`config.mk`:
```
export PLATFORM = sky130hd
export DESIGN_NAME = pctd_ctrl
export DESIGN_NICKNAME = d
export VERILOG_FILES = /design/src/rtl/pctd_pkg.sv /design/src/rtl/pctd_ctrl.sv
export SDC_FILE = /design/constraint.sdc
export NUM_CORES = 1
export LEC_CHECK = 0
export BUFFER_PORTS_ARGS = -buffer_cell sky130_fd_sc_hd__buf_2
export CAP_MARGIN = 20
export CORE_AREA = 2 2 39 41
export DETAILED_ROUTE_END_ITERATION = 16
export DIE_AREA = 0 0 41 43
export GPL_ROUTABILITY_DRIVEN = 0
export PLACE_DENSITY = 0.47
export SLEW_MARGIN = 20
export SYNTH_ARGS = -nofsm -noshare
export SYNTH_HDL_FRONTEND = slang
export SYNTH_SLANG_ARGS = --single-unit
```
`constraint.sdc`:
```
create_clock -name i_clk -period 1.2 [get_ports i_clk]
set_input_delay 0.12 -clock i_clk [delete_from_list [all_inputs] [get_ports i_clk]]
set_output_delay 0.12 -clock i_clk [all_outputs]
set_load 0.1 [all_outputs]
```
`src/rtl/pctd_pkg.sv`:
```
package pctd_pkg;

    localparam int PCTD_TABLE_ENTRIES = 256;
    localparam int PCTD_MAX_CODE_BITS = 32;
    localparam int MAX_RESULTS        = 8;
    localparam int CFG_W              = 9;
    localparam int CODE_W             = 32;

    typedef enum logic [1:0] {
        CMD_LOAD   = 2'd0,
        CMD_APPEND = 2'd1,
        CMD_CLEAR  = 2'd2
    } t_command;

    typedef enum logic [1:0] {
        ST_IDLE,
        ST_SCAN,
        ST_FLUSH
    } t_state;

    typedef struct packed {
        t_command            command;
        logic [7:0]          entry_index;
        logic [7:0]          entry_symbol;
        logic [5:0]          entry_length;
        logic [CODE_W-1:0]   entry_code;
        logic [7:0]          data_byte;
    } t_in_item;

    typedef struct packed {
        logic [7:0] symbol;
        logic       last;
        logic       status;
    } t_out_item;

    typedef struct packed {
        logic [7:0]        symbol;
        logic [5:0]        length;
        logic [CODE_W-1:0] code;
    } t_entry;

    typedef struct packed {
        logic load;
        logic clear;
        logic append;
        logic overflow;
        logic scan;
        logic take_hit;
        logic finish;
    } t_ctrl_cmd;

    typedef struct packed {
        logic hit;
        logic scan_end;
        logic last_slot;
        logic overflow;
    } t_ctrl_sts;

endpackage

```
`src/rtl/pctd_ctrl.sv`:
```
module pctd_ctrl import pctd_pkg::*; (
    input  logic      i_clk,
    input  logic      i_rst_n,
    input  logic      i_start,
    input  t_command  i_command,
    input  t_ctrl_sts i_sts,
    output t_ctrl_cmd o_cmd,
    output logic      o_busy
);

    t_state r_state;
    t_state n_state;

    always_ff @(posedge i_clk) begin
        if (!i_rst_n) begin
            r_state <= ST_IDLE;
        end else begin
            r_state <= n_state;
        end
    end

    always_comb begin
        n_state = r_state;
        case (r_state)
            ST_IDLE: begin
                if (i_start && i_command == CMD_APPEND && !i_sts.overflow) begin
                    n_state = ST_SCAN;
                end
            end
            ST_SCAN: begin
                if (i_sts.hit) begin
                    n_state = i_sts.last_slot ? ST_FLUSH : ST_SCAN;
                end else if (i_sts.scan_end) begin
                    n_state = ST_IDLE;
                end
            end
            ST_FLUSH: begin
                n_state = ST_IDLE;
            end
            default: begin
                n_state = ST_IDLE;
            end
        endcase
    end

    always_comb begin
        o_cmd  = '0;
        o_busy = 1'b1;
        case (r_state)
            ST_IDLE: begin
                o_busy = 1'b0;
                if (i_start) begin
                    case (i_command)
                        CMD_LOAD: begin
                            o_cmd.load = 1'b1;
                        end
                        CMD_CLEAR: begin
                            o_cmd.clear = 1'b1;
                        end
                        CMD_APPEND: begin
                            o_cmd.append   = !i_sts.overflow;
                            o_cmd.overflow = i_sts.overflow;
                        end
                        default: begin
                        end
                    endcase
                end
            end
            ST_SCAN: begin
                o_cmd.scan     = 1'b1;
                o_cmd.take_hit = i_sts.hit;
                o_cmd.finish   = !i_sts.hit && i_sts.scan_end;
            end
            ST_FLUSH: begin
                o_cmd.finish = 1'b1;
            end
            default: begin
            end
        endcase
    end

endmodule

```
=== Word level (Yosys, flattened, before mapping) ===
Index checks and enable logic that the tools add are counted.

* Reductions and logical operators: 8
* Multiplexer cells: 13
* Eq/ne operators: 6

{| class="wikitable"
|+ Operator list
! kind !! count
|-
| 2-to-1 mux 2 bit || 6
|-
| 2-to-1 mux 4 bit || 2
|-
| == test 2 x 1 -> 1 bit (second input constant) || 2
|-
| == test 2 bit (second input constant) || 2
|-
| logical NOT 2 bit || 2
|-
| case mux 2 bit (2 select lines) || 1
|-
| logical AND 1 bit || 3
|-
| 2-to-1 mux 1 bit || 3
|-
| inequality test 3 bit (second input constant) || 1
|-
| logical NOT 1 bit || 2
|-
| inequality test 2 bit (second input constant) || 1
|-
| case mux 1 bit (2 select lines) || 1
|-
| AND reduction 2 bit || 1
|}

* Bits of input ports: 9
* Output and inout bits: 8
* Logic and storage cells: 28
* Register bits after elaboration: 2

=== Depth between registers and ports, before layout ===
* Depth after elaboration: 5
* Mapped depth: 5
* Gate-level depth less buffers: 5

=== Least setup slack after synthesis ===
OpenSTA, ideal clock, no wires.

* Path type: register to output
* From: register r_state[0]
* To: output o_cmd[3] (netlist name)
* Data required time: 1.080 ns
* Path slack: -2.755 ns
* Path buffers: 0
* Cell stages (with the launch flop): 5
* Arrival: 3.835 ns
* Cells stage by stage: dfxtp_1 -> inv_1 -> ha_1 -> nand2_1 -> nor4b_1

{| class="wikitable"
|+ RTL lines
! what !! RTL line !! text
|-
| from (decl) || pctd_ctrl.sv:11 || <nowiki>t_state r_state;</nowiki>
|-
| from (signal assigned) || pctd_ctrl.sv:18 || <nowiki>r_state <= n_state;</nowiki>
|-
| to (decl) || pctd_ctrl.sv:7 || <nowiki>output t_ctrl_cmd o_cmd,</nowiki>
|}

==> results_tabular.tex <==
\begin{tabular}{lr}
\hline
Metric & Value \\
\hline
\multicolumn{2}{l}{\textbf{Yosys}} \\
Syn Area/Cell & 8.85 um\^{}2 \\
Yosys cell types & 17 \\
FF+latch count, synth & 2 \\
Area of the mapped netlist & between 200 and 250 um\^{}2 \\
Area leader, netlist & ha\_1 \\
Syn. warnings & 0 \\
Fraction of synthesized cell area taken by the top area cell type & a little over a fifth \\
Net count of the mapped netlist & 40 \\
Post-synthesis cell count & 27 \\
Most used flip-flop cell after synthesis & dfxtp\_1 \\
Synth area leaders & ha\_1 (21\%), dfxtp\_1 (17\%), mux2i\_1 (8.4\%) \\
Fraction of synthesis flops using an asynchronous set or reset pin & 0\% \\
Sequential-to-total area share from yosys stat & between 10\% and 20\% \\
Most used standard cells in the synthesized netlist & ha\_1 (4), inv\_1 (4) \\
EDFF count, synth & 0 \\
\multicolumn{2}{l}{\textbf{CTS}} \\
Worst-Skew Late Latency & roughly 0.22 ns \\
Hold-fix buffers, CTS & 0 \\
H-tree levels & 1 \\
TritonCTS clock tree & built \\
Clock root buffer master & clkbuf\_4 \\
Clk slew on worst S/H paths & around 0.030 ns \\
Inserted Clock Buffers & 3 \\
Max clock buf depth & 2 \\
Clk sinks & 2 \\
\multicolumn{2}{l}{\textbf{Setup path}} \\
Startpoint-to-endpoint class of the critical path & flop to output port \\
Worst-path cell with the longest stage delay & dfxtp\_4 \\
Kind of end point of the critical path & output port \\
Required time at the worst-slack endpoint & approximately 1.1 ns \\
Maximum fanout count along the critical path & 4 \\
Delay contributed by the slowest stage of the critical path & 0.35 ns \\
Buffering stage count on the worst path with inverters included & 2 \\
Destination of the worst register-to-register timing path & r\_state[1]\$\_SDFFE\_PN0P\_ \\
Startpoint types & flop \\
Ordered list of cells on the worst path & inv\_4, ha\_4, nand2\_8, nor4b\_4, buf\_12 \\
Beginning of the worst register-to-register path & r\_state[0]\$\_SDFFE\_PN0P\_ \\
Top cell family by delay on the critical path & simple AND/OR/NAND/NOR gates \\
Worst-case reg-to-reg path depth & 6 \\
Setup slack on the worst flop-to-flop path & -0.09 ns \\
Worst path depth & 5 \\
Endpoint arrival time on the critical path & approximately 1.4 ns \\
\multicolumn{2}{l}{\textbf{Cells and area}} \\
Registers with the most flip-flops & r\_state (2) \\
Area overhead of the layout relative to synthesis & 165\% \\
Final Net Count & 67 \\
Antenna diode count & 0 \\
Fraction of layout cells with a size suffix above 1 & 76.9\% \\
Flip-flop count of the largest register, all copies and words added & 2 \\
Reg with most FFs & r\_state \\
Layout Cell Area excl Fill & about 630 um\^{}2 \\
\multicolumn{2}{l}{\textbf{Global routing}} \\
First-pass GRT wire length & 1.21 mm \\
Pin count of the biggest net entering global routing & 6 \\
Overall track demand over capacity in global routing & between 10\% and 20\% \\
Number of global-route vias before repair & roughly 300 \\
Total congestion overflow & 0 \\
Antenna violations before repair & 0 \\
\multicolumn{2}{l}{\textbf{Timing}} \\
Number of hold violations in the final report & 0 \\
RSZ-0062 raised after global routing & yes \\
Final clock period utilization by the worst path & 126\% \\
Pins over their slew limit & 0 \\
Time the final worst path needs with I/O delays and setup & around 1.5 ns \\
Tightest slew margin relative to the limit & 82.0\% \\
Worst-case setup margin in the final layout & -0.315 ns \\
Transition time of the tightest slew-check pin & between 0.2 and 0.3 ns \\
Achievable frequency & 660 MHz \\
Hold WS & approximately 0.17 ns \\
Setup violation total in the final timing report & 10 \\
Worst clock skew & roughly 0.00008 ns \\
\multicolumn{2}{l}{\textbf{Place}} \\
Total of buffers placed on input and output ports & 16 \\
Post-DP HPWL & 614 um \\
Post-detailed-placement cell area & between 500 and 600 um\^{}2 \\
\multicolumn{2}{l}{\textbf{Detailed routing}} \\
DRC violation total after the first TritonRoute iteration & 3 \\
Number of antenna-violating nets in the routed design & 0 \\
Post-detailed-route DRC marker count & 0 \\
Vias per cell & 4.25 \\
First-pass detailed-route iteration total & 2 \\
Detailed-route wire length per cell & 10.8 um \\
Total routed wirelength & 733 um \\
Number of vias after detailed routing & 289 \\
\multicolumn{2}{l}{\textbf{Power}} \\
Leakage power & around 0.28 nW \\
Overall power consumption & a little under 0.8 mW \\
VDD IR-drop max & a little over 0.6 mV \\
Pwr Density & 1220 mW/mm\^{}2 \\
\multicolumn{2}{l}{\textbf{Floorplanning}} \\
Area inside the core boundary & 0.00138 mm\^{}2 \\
Starting density of the core & 17.3\% \\
Top-level port count & 17 \\
Overall die area & about 0.0018 mm\^{}2 \\
Overall die height & 43 um \\
Die X-Extent & just over 40 um \\
Row count & 14 \\
\multicolumn{2}{l}{\textbf{Hold path}} \\
Instance count along the most critical hold path & 2 \\
Origin of the worst min-delay path & i\_rst\_n \\
Min-Delay Endpoint & r\_state[0]\$\_SDFFE\_PN0P\_ \\
Classification of the worst-slack hold path & input port to flop \\
\multicolumn{2}{l}{\textbf{Outcome}} \\
Failing checks & negative setup slack \\
Run status & complete, but fails checks \\
\multicolumn{2}{l}{\textbf{Flow run}} \\
Maxcap violations & 0 \\
\hline
\end{tabular}
-- cell usage in the layout (no fill, tap or decap), types with 2 or more instances in the layout --
master	Yosys	final
buf_2	0	8
buf_12	0	8
buf_4	0	5
clkbuf_4	0	3
nor4b_4	0	2
inv_4	0	2
mux2i_1	2	2
ha_1	4	2
-- area by class of cell --
| class | instances | area (um^2) |
|---|---|---|
| repair buffers | 22 | 249 |
| inverters | 4 | 20.0 |
| clock buffers | 3 | 22.5 |
| multi-input cells | 21 | 278 |
| fillers | 135 | 749 |
| well taps | 16 | 20.0 |
| flip-flops and latches | 2 | 45.0 |
-- routing by layer --
layer / part of all wire [%] / global-route usage (%)
met4: 0 / 4.00
met3: 6.0 / 4.71
met2: 49 / 15.3
met5: 0 / 0
met1: 44 / 12.7
-- cell families after synthesis --
group / synth area share (%)
compound gates: 19.4
fa+ha+maj: 20.9
buf+inv: 6.28
flops: 16.8
mux: 8.38
simple gates: 28.3
-- how the worst max path moves through the flow --
stage | end | startpoint | slack, ns
4_1_cts | o_cmd[3] | r_state[0]$_SDFFE_PN0P_ | -0.32
3_3_place_gp | o_cmd[3] | r_state[0]$_SDFFE_PN0P_ | -0.08
3_5_place_dp | o_cmd[3] | r_state[0]$_SDFFE_PN0P_ | -0.11
2_1_floorplan | o_cmd[3] | r_state[1]$_SDFFE_PN0P_ | -0.68
5_1_grt | o_cmd[3] | r_state[0]$_SDFFE_PN0P_ | -0.38
6_report | o_cmd[3] | r_state[0]$_SDFFE_PN0P_ | -0.32
-- power breakdown --
| group | internal [mW] | switching (mW) |
|---|---|---|
| logic | 0.228 | 0.312 |
| clock network | 0.110 | 0.0342 |
| registers | 0.0778 | 0.0110 |
-- repair_timing --
item                       CTS  global route
buffers inserted             1             1
setup endpoints to repair    9            10
pin swaps                    3             3
resized for setup            6             3
gates cloned                 0             0
-- metrics by stage --
stage / utilization [%] / setup TNS [ns] / worst slack [ns] / cells
2_1_floorplan: - / -3.29 / -0.678 / 27
3_3_place_gp: 42.5 / -0.262 / -0.0758 / 64
3_5_place_dp: 42.5 / -0.320 / -0.108 / 64
4_1_cts: 45.5 / -1.79 / -0.323 / 68
5_1_grt: 45.8 / -2.22 / -0.377 / 68
6_report: 45.8 / -1.62 / -0.315 / 68
No activity file was read; power rests on OpenSTA's default activity.
